## src/rtl/efd_pkg.sv

```systemverilog
`timescale 1ns / 1ps
// shared constants, types and state codes of the escaped xor frame deframer
// no dependencies
package efd_pkg;

  localparam int FRAME_DEPTH_DEF = 32;

  localparam logic [7:0] HDR_BYTE = 8'hFA;
  localparam logic [7:0] ESC_BYTE = 8'hFE;
  localparam logic [7:0] ESC_HDR  = 8'h01;
  localparam logic [7:0] ESC_ESC  = 8'h02;
  localparam int         LEN_POS  = 5;
  localparam logic [7:0] MIN_LEN  = 8'd7;
  localparam logic [4:0] MAX_LEN_RST = 5'd29;

  typedef enum logic [1:0] {
    BK_IDLE,
    BK_READ,
    BK_SHOW
  } back_state_t;

  typedef struct packed {
    logic       valid;
    logic       bank;
    logic [7:0] len;
  } commit_t;

  typedef struct packed {
    logic [1:0] busy;
  } status_t;

endpackage

```

## src/rtl/efd_store.sv

```systemverilog
`timescale 1ns / 1ps
// two-bank frame memory, one write and one registered read per cycle
// depends on efd_pkg for its default depth
module efd_store #(
  parameter int FRAME_DEPTH = efd_pkg::FRAME_DEPTH_DEF
) (
  input  logic                           clk,
  input  logic                           wr_en,
  input  logic [$clog2(FRAME_DEPTH):0]   wr_addr,
  input  logic [7:0]                     wr_data,
  input  logic                           rd_en,
  input  logic [$clog2(FRAME_DEPTH):0]   rd_addr,
  output logic [7:0]                     rd_data
);

  localparam int AW = $clog2(FRAME_DEPTH) + 1;

  logic [7:0] mem [2**AW];
  logic [7:0] rd_data_r;

  always_ff @(posedge clk) begin
    if (wr_en) begin
      mem[wr_addr] <= wr_data;
    end
  end

  always_ff @(posedge clk) begin
    if (rd_en) begin
      rd_data_r <= mem[rd_addr];
    end
  end

  assign rd_data = rd_data_r;

endmodule

```

## src/rtl/efd_front.sv

```systemverilog
`timescale 1ns / 1ps
// front end: unescaping, frame collection, length and checksum checks
// depends on efd_pkg; writes frames into efd_store, hands finished ones to efd_back
module efd_front #(
  parameter int FRAME_DEPTH = efd_pkg::FRAME_DEPTH_DEF
) (
  input  logic                          clk,
  input  logic                          rst_n,
  input  logic                          in_valid,
  output logic                          in_ready,
  input  logic [7:0]                    in_raw_byte,
  input  logic                          cfg_valid,
  output logic                          cfg_ready,
  input  logic [4:0]                    cfg_max_frame_len,
  input  efd_pkg::status_t              status,
  output logic                          wr_en,
  output logic [$clog2(FRAME_DEPTH):0]  wr_addr,
  output logic [7:0]                    wr_data,
  output efd_pkg::commit_t              commit
);

  localparam int IDXW = $clog2(FRAME_DEPTH);
  localparam int CW   = $clog2(FRAME_DEPTH + 1);

  logic          in_frame_r, in_frame_nxt;
  logic          esc_r, esc_nxt;
  logic          pend_valid_r, pend_valid_nxt;
  logic [7:0]    pend_byte_r, pend_byte_nxt;
  logic [CW-1:0] cnt_r, cnt_nxt;
  logic [7:0]    len_r, len_nxt;
  logic [7:0]    xor_r, xor_nxt;
  logic          wr_bank_r, wr_bank_nxt;
  logic [4:0]    max_len_r;

  logic          go;
  logic          raw_en;
  logic [7:0]    raw_b;
  logic          data_en;
  logic [7:0]    data_b;
  logic          start_en;
  logic          bad_len;

  assign cfg_ready = 1'b1;
  assign go        = !status.busy[wr_bank_r];
  assign in_ready  = go && !pend_valid_r;

  // unescape and classify
  always_comb begin
    esc_nxt        = esc_r;
    pend_valid_nxt = pend_valid_r;
    pend_byte_nxt  = pend_byte_r;
    raw_en         = 1'b0;
    raw_b          = in_raw_byte;
    data_en        = 1'b0;
    data_b         = in_raw_byte;
    start_en       = 1'b0;
    if (go && pend_valid_r) begin
      raw_en         = 1'b1;
      raw_b          = pend_byte_r;
      pend_valid_nxt = 1'b0;
    end else if (in_valid && in_ready) begin
      if (esc_r) begin
        esc_nxt = 1'b0;
        data_en = 1'b1;
        priority if (in_raw_byte == efd_pkg::ESC_HDR) begin
          data_b = efd_pkg::HDR_BYTE;
        end else if (in_raw_byte == efd_pkg::ESC_ESC) begin
          data_b = efd_pkg::ESC_BYTE;
        end else begin
          // lone escape: deliver fe now, hold the byte in pend_byte_r and replay it once go allows
          data_b         = efd_pkg::ESC_BYTE;
          pend_valid_nxt = 1'b1;
          pend_byte_nxt  = in_raw_byte;
        end
      end else begin
        raw_en = 1'b1;
      end
    end
    if (raw_en) begin
      priority if (raw_b == efd_pkg::HDR_BYTE) begin
        start_en = 1'b1;
      end else if (raw_b == efd_pkg::ESC_BYTE) begin
        esc_nxt = 1'b1;
      end else begin
        data_en = 1'b1;
        data_b  = raw_b;
      end
    end
  end

  assign bad_len = (data_b < efd_pkg::MIN_LEN) || (data_b > {3'b000, max_len_r}) ||
                   ({1'b0, data_b} > 9'(FRAME_DEPTH));

  // frame collection
  always_comb begin
    in_frame_nxt = in_frame_r;
    cnt_nxt      = cnt_r;
    len_nxt      = len_r;
    xor_nxt      = xor_r;
    wr_bank_nxt  = wr_bank_r;
    wr_en        = 1'b0;
    wr_addr      = {wr_bank_r, cnt_r[IDXW-1:0]};
    wr_data      = data_b;
    commit.valid = 1'b0;
    commit.bank  = wr_bank_r;
    commit.len   = len_r;
    if (start_en) begin
      in_frame_nxt = 1'b1;
      cnt_nxt      = CW'(1);
      xor_nxt      = efd_pkg::HDR_BYTE;
      len_nxt      = 8'd0;
      wr_en        = 1'b1;
      wr_addr      = {wr_bank_r, {IDXW{1'b0}}};
      wr_data      = efd_pkg::HDR_BYTE;
    end else if (data_en && in_frame_r) begin
      if (cnt_r >= CW'(FRAME_DEPTH)) begin
        in_frame_nxt = 1'b0;
      end else begin
        wr_en   = 1'b1;
        cnt_nxt = cnt_r + CW'(1);
        if (cnt_r == CW'(efd_pkg::LEN_POS)) begin
          len_nxt = data_b;
          if (bad_len) begin
            in_frame_nxt = 1'b0;
          end else begin
            xor_nxt = xor_r ^ data_b;
          end
        end else if ((cnt_r > CW'(efd_pkg::LEN_POS)) &&
                     (9'(cnt_r) + 9'd1 == {1'b0, len_r})) begin
          in_frame_nxt = 1'b0;
          if (data_b == xor_r) begin
            commit.valid = 1'b1;
            wr_bank_nxt  = ~wr_bank_r;
          end
        end else begin
          xor_nxt = xor_r ^ data_b;
        end
      end
    end
  end

  always_ff @(posedge clk) begin
    if (!rst_n) begin
      in_frame_r   <= 1'b0;
      esc_r        <= 1'b0;
      pend_valid_r <= 1'b0;
      cnt_r        <= '0;
      len_r        <= 8'd0;
      xor_r        <= 8'd0;
      wr_bank_r    <= 1'b0;
      max_len_r    <= efd_pkg::MAX_LEN_RST;
    end else begin
      in_frame_r   <= in_frame_nxt;
      esc_r        <= esc_nxt;
      pend_valid_r <= pend_valid_nxt;
      cnt_r        <= cnt_nxt;
      len_r        <= len_nxt;
      xor_r        <= xor_nxt;
      wr_bank_r    <= wr_bank_nxt;
      if (cfg_valid && cfg_ready) begin
        max_len_r <= cfg_max_frame_len;
      end
    end
  end

  always_ff @(posedge clk) begin
    pend_byte_r <= pend_byte_nxt;
  end

endmodule

```

## src/rtl/efd_back.sv

```systemverilog
`timescale 1ns / 1ps
// back end: two-entry frame queue and byte-by-byte readout with first/last marks
// depends on efd_pkg; reads frames from efd_store
module efd_back #(
  parameter int FRAME_DEPTH = efd_pkg::FRAME_DEPTH_DEF
) (
  input  logic                          clk,
  input  logic                          rst_n,
  input  efd_pkg::commit_t              commit,
  output efd_pkg::status_t              status,
  output logic                          rd_en,
  output logic [$clog2(FRAME_DEPTH):0]  rd_addr,
  input  logic [7:0]                    rd_data,
  output logic                          out_valid,
  input  logic                          out_ready,
  output logic [7:0]                    out_frame_byte,
  output logic                          out_frame_first,
  output logic                          out_frame_last
);

  localparam int IDXW = $clog2(FRAME_DEPTH);

  efd_pkg::back_state_t state_r, state_nxt;
  logic [1:0]      q_valid_r, q_valid_nxt;
  logic [7:0]      q_len_r [2];
  logic [IDXW-1:0] idx_r, idx_nxt;
  logic            rd_bank_r, rd_bank_nxt;
  logic            is_last;

  assign is_last = (8'(idx_r) + 8'd1) == q_len_r[rd_bank_r];

  always_comb begin
    state_nxt   = state_r;
    idx_nxt     = idx_r;
    rd_bank_nxt = rd_bank_r;
    q_valid_nxt = q_valid_r;
    unique case (state_r)
      efd_pkg::BK_IDLE: begin
        if (q_valid_r[rd_bank_r]) begin
          state_nxt = efd_pkg::BK_READ;
        end
      end
      efd_pkg::BK_READ: begin
        state_nxt = efd_pkg::BK_SHOW;
      end
      efd_pkg::BK_SHOW: begin
        if (out_ready) begin
          if (is_last) begin
            state_nxt              = efd_pkg::BK_IDLE;
            idx_nxt                = '0;
            rd_bank_nxt            = ~rd_bank_r;
            q_valid_nxt[rd_bank_r] = 1'b0;
          end else begin
            state_nxt = efd_pkg::BK_READ;
            idx_nxt   = idx_r + IDXW'(1);
          end
        end
      end
      default: begin
        state_nxt = efd_pkg::BK_IDLE;
      end
    endcase
    if (commit.valid) begin
      q_valid_nxt[commit.bank] = 1'b1;
    end
  end

  always_comb begin
    rd_en           = (state_r == efd_pkg::BK_READ);
    rd_addr         = {rd_bank_r, idx_r};
    out_valid       = (state_r == efd_pkg::BK_SHOW);
    out_frame_byte  = rd_data;
    out_frame_first = (idx_r == '0);
    out_frame_last  = is_last;
    status.busy     = q_valid_r;
  end

  always_ff @(posedge clk) begin
    if (!rst_n) begin
      state_r   <= efd_pkg::BK_IDLE;
      q_valid_r <= 2'b00;
      idx_r     <= '0;
      rd_bank_r <= 1'b0;
    end else begin
      state_r   <= state_nxt;
      q_valid_r <= q_valid_nxt;
      idx_r     <= idx_nxt;
      rd_bank_r <= rd_bank_nxt;
    end
  end

  always_ff @(posedge clk) begin
    if (commit.valid) begin
      q_len_r[commit.bank] <= commit.len;
    end
  end

endmodule

```

## src/rtl/escaped_xor_frame_deframer_top.sv

```systemverilog
`timescale 1ns / 1ps
// Escaped byte stream to verified frame bytes. Input bytes are taken one per cycle while
// in_ready is high. FE 01 and FE 02 unescape to FA and FE; a lone FE goes on as data and the
// byte behind it is replayed. A raw FA starts a frame, byte 5 gives its length, the last byte
// is the xor checksum. Good frames land in one of two memory banks and are read out byte by
// byte, a registered memory read then output held until out_ready. Input stalls while the bank
// being written holds an unread frame or a replay is pending. Bad frames produce nothing.
// depends on efd_pkg, efd_front, efd_store, efd_back
module escaped_xor_frame_deframer_top #(
  parameter int FRAME_DEPTH = efd_pkg::FRAME_DEPTH_DEF
) (
  input  logic       clk,
  input  logic       rst_n,
  input  logic       in_valid,
  output logic       in_ready,
  input  logic [7:0] in_raw_byte,
  input  logic       cfg_valid,
  output logic       cfg_ready,
  input  logic [4:0] cfg_max_frame_len,
  output logic       out_valid,
  input  logic       out_ready,
  output logic [7:0] out_frame_byte,
  output logic       out_frame_first,
  output logic       out_frame_last
);

  localparam int AW = $clog2(FRAME_DEPTH) + 1;

  efd_pkg::commit_t commit;
  efd_pkg::status_t status;
  logic             wr_en;
  logic [AW-1:0]    wr_addr;
  logic [7:0]       wr_data;
  logic             rd_en;
  logic [AW-1:0]    rd_addr;
  logic [7:0]       rd_data;

  efd_front #(.FRAME_DEPTH(FRAME_DEPTH)) u_front (
    .clk               (clk),
    .rst_n             (rst_n),
    .in_valid          (in_valid),
    .in_ready          (in_ready),
    .in_raw_byte       (in_raw_byte),
    .cfg_valid         (cfg_valid),
    .cfg_ready         (cfg_ready),
    .cfg_max_frame_len (cfg_max_frame_len),
    .status            (status),
    .wr_en             (wr_en),
    .wr_addr           (wr_addr),
    .wr_data           (wr_data),
    .commit            (commit)
  );

  efd_store #(.FRAME_DEPTH(FRAME_DEPTH)) u_store (
    .clk     (clk),
    .wr_en   (wr_en),
    .wr_addr (wr_addr),
    .wr_data (wr_data),
    .rd_en   (rd_en),
    .rd_addr (rd_addr),
    .rd_data (rd_data)
  );

  efd_back #(.FRAME_DEPTH(FRAME_DEPTH)) u_back (
    .clk             (clk),
    .rst_n           (rst_n),
    .commit          (commit),
    .status          (status),
    .rd_en           (rd_en),
    .rd_addr         (rd_addr),
    .rd_data         (rd_data),
    .out_valid       (out_valid),
    .out_ready       (out_ready),
    .out_frame_byte  (out_frame_byte),
    .out_frame_first (out_frame_first),
    .out_frame_last  (out_frame_last)
  );

endmodule

```

## config.mk

```make
export PLATFORM = sky130hd
export DESIGN_NAME = escaped_xor_frame_deframer_top
export DESIGN_NICKNAME = d
export VERILOG_FILES = /design/src/rtl/efd_pkg.sv /design/src/rtl/efd_store.sv /design/src/rtl/efd_front.sv /design/src/rtl/efd_back.sv /design/src/rtl/escaped_xor_frame_deframer_top.sv
export SDC_FILE = /design/constraint.sdc
export NUM_CORES = 1
export LEC_CHECK = 0
export ABC_AREA = 1
export BUFFER_PORTS_ARGS = -buffer_cell sky130_fd_sc_hd__buf_2
export CAP_MARGIN = 20
export CORE_ASPECT_RATIO = 1.25
export CORE_MARGIN = 8
export CORE_UTILIZATION = 43
export CTS_BUF_LIST = sky130_fd_sc_hd__clkbuf_4
export DETAILED_ROUTE_END_ITERATION = 10
export GPL_TIMING_DRIVEN = 0
export SETUP_SLACK_MARGIN = 0.3
export SYNTH_ARGS = -nofsm -noshare
export SYNTH_HDL_FRONTEND = slang
export SYNTH_SLANG_ARGS = --single-unit
```

## constraint.sdc

```tcl
create_clock -name clk -period 6.7 [get_ports clk]
set_input_delay 1.005 -clock clk [delete_from_list [all_inputs] [get_ports clk]]
set_output_delay 1.005 -clock clk [all_outputs]
set_load 0.01 [all_outputs]
```

* Word level (Yosys, flattened, before mapping)
Memory sizes are Yosys's and may differ from the RTL's. A register that Yosys moved wholly into a read port is not among the register bits. Cells that the tools add are included.
Storage, ports and cells: RAM bits 528, memories 2, input port bits 18, output and inout bits 13, word-level logic and storage cells 163, register bits 49
Memory list:
- u_store.mem | words 64, width 8, read ports 1, clocked after Yosys merged registers in 1, wr ports 1, RTL line efd_store.sv:18 | logic [7:0] mem [2**AW];
- u_back.q_len_r | words 2, width 8, read ports 1, clocked after Yosys merged registers in 1, wr ports 1, RTL line efd_back.sv:25 | logic [7:0] q_len_r [2];
Cells by class: equal/unequal tests 18, order comparisons 9, $add $sub $neg 4, bitwise logic cells 13, reduce and logical (&&, ||, !) cells 29, multiplexer cells 73
Operator list (number):
- two-way mux 8 bit | 14
- two-way mux 1 bit | 47
- == test 8 bit | 2
- == test 8 bit (second input constant) | 2
- two-way mux 2 bit | 6
- AND reduction 4 bit | 3
- two-way mux 5 bit | 2
- == test 9 x 8 -> 1 bit | 1
- NOT 1 bit | 9
- AND reduction 3 bit | 3
- == test 8 x 1 -> 1 bit (second input constant) | 1
- == test 8 x 2 -> 1 bit (second input constant) | 1
- > comparator 8 x 5 -> 1 bit | 1
- > comparator 8 x 6 -> 1 bit (second input constant) | 1
- < comparator 8 x 3 -> 1 bit (second input constant) | 1
- != test 2 x 1 -> 1 bit (second input constant) | 4
- AND reduction 2 bit | 4
- XOR 8 bit | 1
- adder 6 x 1 -> 7 bit (second input constant) | 1
- logical AND 1 bit | 7
- adder 5 x 1 -> 6 bit (second input constant) | 1
- adder 6 x 1 -> 6 bit (second input constant) | 1
- == test 6 x 3 -> 1 bit (second input constant) | 1
- >= comparator 6 bit (second input constant) | 1
- other kinds (25) | 31

* Logic depth before layout (Yosys ltp)
word-level depth 19, mapped depth 28

* Modules after synthesis
Synthesis repeated with hierarchy kept, for this count alone.
Second synthesis, totals: cells, all modules 2355, area total of the unflattened synthesis 25449.4 um^2
By module, submodules not included:
- efd_store | times used 1, seq. area each 15615.0 um^2, area an instance 21419.3 um^2, cells each 1805
- efd_front | times used 1, seq. area each 860.8 um^2, area an instance 2603.7 um^2, cells each 376
- efd_back | times used 1, seq. area each 700.7 um^2, area an instance 1426.4 um^2, cells each 174

* Worst setup path after synthesis
No wires, ideal clock.
kind input port to flip-flop, from input in_valid, to memory u_store.mem[0][2] (data pin), arrival 3483 ps, setup time 500 ps, buffers on the path 0, stages 8, slack 2717 ps, cell sequence inv_1 > nor3_4 > nand2_1 > a21oi_1 > a21oi_1 > a21oi_4 > inv_1 > nor2_1
Between the ends: longest elaborated chain between the ends 7, elaborated cells between the ends (all ways) 10
Ends and longest elaborated chain:
- start: declaration | RTL line escaped_xor_frame_deframer_top.sv:14 | input logic in_valid,
- logical AND 1 bit * | RTL line efd_front.sv:61 | end else if (in_valid && in_ready) begin
- two-way mux 8 bit | RTL line efd_front.sv:61
- two-way mux 8 bit | RTL line efd_front.sv:57 | if (go && pend_valid_r) begin
- two-way mux 8 bit | RTL line efd_front.sv:82 | end else if (raw_b == efd_pkg::ESC_BYTE) begin
- two-way mux 8 bit | RTL line efd_front.sv:80 | priority if (raw_b == efd_pkg::HDR_BYTE) begin
- two-way mux 8 bit * | RTL line efd_front.sv:79 | if (raw_en) begin
- net u_front.data_b[2] | RTL line efd_front.sv:39 | logic [7:0] data_b;
- two-way mux 8 bit * | RTL line efd_front.sv:107 | if (start_en) begin
- net u_front.wr_data[2] | RTL line efd_front.sv:18 | output logic [7:0] wr_data,
- end: declaration | RTL line efd_store.sv:18
Mark *: on every way through the listed nets, which the timed path passes. The rest lies on a longest branch.

* Final worst setup path
from register u_back.idx_r[0], to output out_frame_last
Between the ends: longest elaborated chain between the ends 2
Ends and longest elaborated chain:
- start: declaration | RTL line efd_back.sv:26 | logic [IDXW-1:0] idx_r, idx_nxt;
- start signal: assignment | RTL line efd_back.sv:87 | idx_r <= idx_nxt;
- adder 5 x 1 -> 6 bit | RTL line efd_back.sv:30 | assign is_last = (8'(idx_r) + 8'd1) == q_len_r[rd_bank_r];
- == test 8 bit | RTL line efd_back.sv:30
- end: declaration | RTL line escaped_xor_frame_deframer_top.sv:24 | output logic out_frame_last
Every way passes these cells.

==> results <==
- The flow ran to the end, and the final reports show no timing, DRC or antenna violations.
- In the final layout, the multi-input gates occupy 6193 um2.
- Wires add up to around 84 mm.
- The width of the die is around 230 um.
- The root buffer cell is clkbuf_4.
- The transition time at the pin with the least slew margin is approximately 1.2 ns.
- In this run, post-CTS repair resized a total of 0 instances.
- The cell area that synthesis handed to floorplanning was around 24000 um2.
- The sink count of the clock tree is 586.
- The maximum root-to-sink buffer count is 3.
- The cell type with the largest total area after synthesis is edfxtp_1.
- The post-detailed-placement cell area is 25450 um2.
- Sorting the synthesized cells by area gives the leading types as edfxtp_1, o21ai_0, nor2_1.
- Summed over all cells, the static leakage comes to 0.009205 uW.
- During synthesis, Yosys emitted a total of 0 warnings.
- The global-route usage over all layers is 0.2583.
- In the routed layout, each cell is associated on average with a via count of 5.914.
- Adding up every negative setup slack in the final design gives 0 ns.
- The initial antenna violation count is 4.
- Of the cells placed in the final design, the portion with a size suffix greater than 1 is 0.1435.
- The worst register-to-register path has a depth of 13.
- The number of cells on the worst hold path is 1.
- For this design the ratio of total power to cell area is 265.2 nW/um2.
- Excluding fillers, the count of instances in the completed layout stands at approximately 3000.
- Clock-pin slew was measured on the worst setup and hold paths at 0.06 ns.
- In this run the vertical extent of the chip is approximately 280 um.
- The mean post-synth cell area is between 10 and 15 um2.
- The sequential element share of the synthesized area is 0.7120.
- Synthesis produced a netlist with a net count of 2004.
- At the end of the flow, the number of nets in the layout was roughly 2200.
- Of the available clock period, the critical path in the final layout requires 0.8802.
- The worst-case IR drop observed on VDD is approximately 0.13 mV.
- The number of slew-limit violations in the final report is 0.
- The count of nets left with antenna violations once routing finished came out at 0.
- The footprint of the flip-flops and latches is between 15000 and 20000 um2.
- The via count of the routed design is 17800.
- The number of clock buffers inserted by TritonCTS is 147.
- The number of global-route vias before repair was 17624.
- In this run the standard cell core region covers 55710 um2.
- Before antenna repair, the detailed router went through 6 iterations.
- Setup repair after global routing left no endpoint under its margin.
- The number of violations reported at the end of detailed-routing iteration 0 is 2200.
- The worst endpoint required time is ~5.7 ns.
- Summing all non-filler instances in the final layout gives an area of 27310 um2.
- The first global-routing pass estimated approximately 120 mm of wire.
- After technology mapping, the gate count stands at 1976.
- The worst reg2reg path endpoint is u_store.mem[9][7].
- The number of distinct library cells after synthesis is 55.
- The endpoint arrival time on the critical path is 4.89 ns.
- The class of the worst hold path is input port to flip-flop.
- Of all nets on the critical path, the largest fanout is 10.
- Hold repair after CTS inserted 0 buffers.
- From synthesis to final layout, the design area changed by 13.21%.
- The post-synthesis register bit count is 586.
- Max-cap violations in this run came to 0.
- The fmax is 169.6 MHz.
- The fraction of post-synthesis cell area in the top cell type by area is 0.6771.
- For this configuration, the core starts out at a cell density of 0.4331.
- The overall overflow remaining after global route is 0.
- After layout, the minimum clock period comes to 5.897 ns.
- The global placement routability congestion is 1.025.
- The worst setup path is captured at a primary output.
- The path with the worst hold slack has its endpoint at u_front.pend_byte_r[5].
- The critical hold path startpoint is in_raw_byte[5].
- The number of filler instances in the final layout is around 5000.
- STA classifies the critical path startpoint as a flip-flop.
- The maximum number of pins on one net before global-route repair is 46.
- The number of placed I/O pins is 31.
- The routed length per instance is 27.91 um.
- The floorplan step defined a die boundary enclosing 63990 um2.
- The clock reaches the later pin of the worst-skew pair after just over 1 ns.
- The CTS H-tree depth is 4.
- The HPWL after detailed placement is 57.68 mm.
- The clock skew after layout is 0.05605 ns.
- The startpoint identified for the worst register-to-register timing path is u_front.wr_bank_r.
- After layout, the worst setup slack is 0.8028 ns.
- Setup violations remaining at the end of the flow were counted as 0.
- The residual DRC count is 0.
- The buffers inserted during post-CTS setup optimization is 0.
- The headroom to the max-slew limit is 0.1800.
- At the placement stage, the worst setup path has a slack of 1.663 ns.
- The hold violation count in the final report is 0.
- TritonCTS built the clock tree.
- In this run, placement finished with an instance count of approximately 2800.
- Row generation in the floorplan step produced 97 rows.
- The worst-case register-to-register setup slack is 1.81 ns.
- The count of port buffers added during placement is 29.
- The setup path with the least slack is of type flip-flop to primary output.
[synth_stat cells (all sizes together)]
| cell type | count |
|---|---|
| buf | 11 |
| a22oi | 1 |
| xnor2 | 5 |
| dfxtp | 42 |
| a21oi | 69 |
| clkbuf | 110 |
| o21ai | 284 |
| o2111ai | 2 |
| o21bai | 1 |
| o22ai | 74 |
| a221oi | 1 |
| o211ai | 11 |
| nand3 | 78 |
| conb | 1 |
| a31oi | 9 |
| xor2 | 17 |
| a211oi | 3 |
| nor3 | 9 |
| nand2 | 157 |
| o21a | 1 |
| edfxtp | 544 |
| a2111oi | 1 |
| ha | 10 |
| and2 | 1 |
| o31ai | 1 |
| nand4 | 24 |
| inv | 75 |
| o211a | 1 |
| a32o | 8 |
| o221ai | 54 |
| clkinv | 4 |
| nand3b | 1 |
| mux2i | 3 |
| nor2 | 363 |
[metal layers]
metal | track usage | routed length, um | vias to the layer above
met1 | 0.2978 | 30560 | 8762
met5 | 0 | 0 | -
met2 | 0.4298 | 40320 | 1011
li1 | - | - | 7754
met4 | 0.1640 | 5796 | 0
met3 | 0.06441 | 7319 | 273
[how the worst max path moves through the flow]
stage	start	end	slack, ns
6_report	u_back.idx_r[0]	out_frame_last	0.80
5_1_grt	u_back.idx_r[0]	out_frame_last	0.74
4_1_cts	u_back.idx_r[0]	out_frame_last	0.89
3_5_place_dp	in_valid	u_store.mem[9][2]	1.66
3_3_place_gp	in_valid	u_store.mem[15][2]	-0.09
2_1_floorplan	in_valid	u_store.mem[0][2]	2.72
[layout make-up]
cell class / count / share of cell area
inverter: 79 / 0.01086
buffer: 121 / 0.01791
tap: 742 / 0.03399
timing repair buffer: 45 / 0.01448
clock inverter: 38 / 0.01026
sequential: 586 / 0.6289
multi-input combinational: 1190 / 0.2268
clock buffer: 206 / 0.05662
antenna: 3 / 0.0002749
[per-stage QoR]
step / utilization / power (uW) / hold WS [ns]
after floorplan: - / 4194 / 0.4256
after global placement: 0.4524 / 4276 / 0.4434
after detailed placement: 0.4568 / 4286 / 0.4460
after CTS: 0.4896 / 7278 / 0.1300
after global routing: 0.4903 / 7459 / 0.1742
final: 0.4903 / 7244 / 0.2394
[kinds of logic (layout without fill, tap and decap cells)]
| logic type | Yosys count | count (layout) | synth area share |
|---|---|---|---|
| flip-flops | 586 | 586 | 0.7120 |
| buffers and inverters | 200 | 489 | 0.03257 |
| AND/OR/NAND/NOR | 633 | 633 | 0.1139 |
| AO/OA/AOI/OAI | 521 | 521 | 0.1267 |
| other | 1 | 4 | 0.0001554 |
| adder cells (fa/ha/maj) | 10 | 10 | 0.005186 |
| multiplexers | 3 | 3 | 0.001245 |
| XOR/XNOR | 22 | 22 | 0.008298 |
[state kept, by name, indices dropped and copies added (netlist names), 5 cells and up, named ones only]
name and flops:
u_back.idx_r 5, u_front.xor_r 8, u_front.pend_byte_r 8, u_store.rd_data 8
u_store.mem 512, u_front.cnt_r 6, u_back.q_len_r 16, u_front.len_r 8
u_front.max_len_r 5
[cell usage in the layout, fill, tap and decap left out, types with 4 or more instances in the layout]
| cell | count |
|---|---|
| edfxtp_1 | 544 |
| nor2_1 | 353 |
| o21ai_0 | 280 |
| clkbuf_4 | 206 |
| nand2_1 | 136 |
| clkbuf_1 | 110 |
| nand3_1 | 76 |
| o22ai_1 | 74 |
| inv_1 | 69 |
| a21oi_1 | 65 |
| o221ai_1 | 54 |
| dfxtp_1 | 42 |
| buf_2 | 33 |
| clkinv_1 | 30 |
| nand4_1 | 19 |
| xor2_1 | 16 |
| nand2_2 | 13 |
| o211ai_1 | 11 |
| inv_2 | 10 |
| buf_6 | 10 |
| ha_1 | 10 |
| a31oi_1 | 9 |
| a32o_1 | 8 |
| buf_12 | 8 |
| nand2_4 | 7 |
| nor2_4 | 6 |
| nor3_1 | 6 |
| xnor2_1 | 5 |
| nand4_2 | 5 |
| bufinv_16 | 5 |
| nor2_2 | 4 |
[report_power, final]
group	internal [uW]	switching (uW)	total, uW
sequential	4020	0.874	4020
clock	1600	1440	3040
combinational	39.6	145	184
[critical path, stage by stage (launching register included)]
cell and delay (ns):
dfxtp_1 0.32, clkbuf_1 0.26, clkinv_1 0.25, clkbuf_1 0.62
clkbuf_1 0.66, clkbuf_1 0.52, ha_1 0.40, xnor2_1 0.18
o2111ai_1 0.14, nor2_1 0.15, nand2_1 0.18, inv_1 0.10
buf_2 0.13
Power figures use the tool's default switching activity.
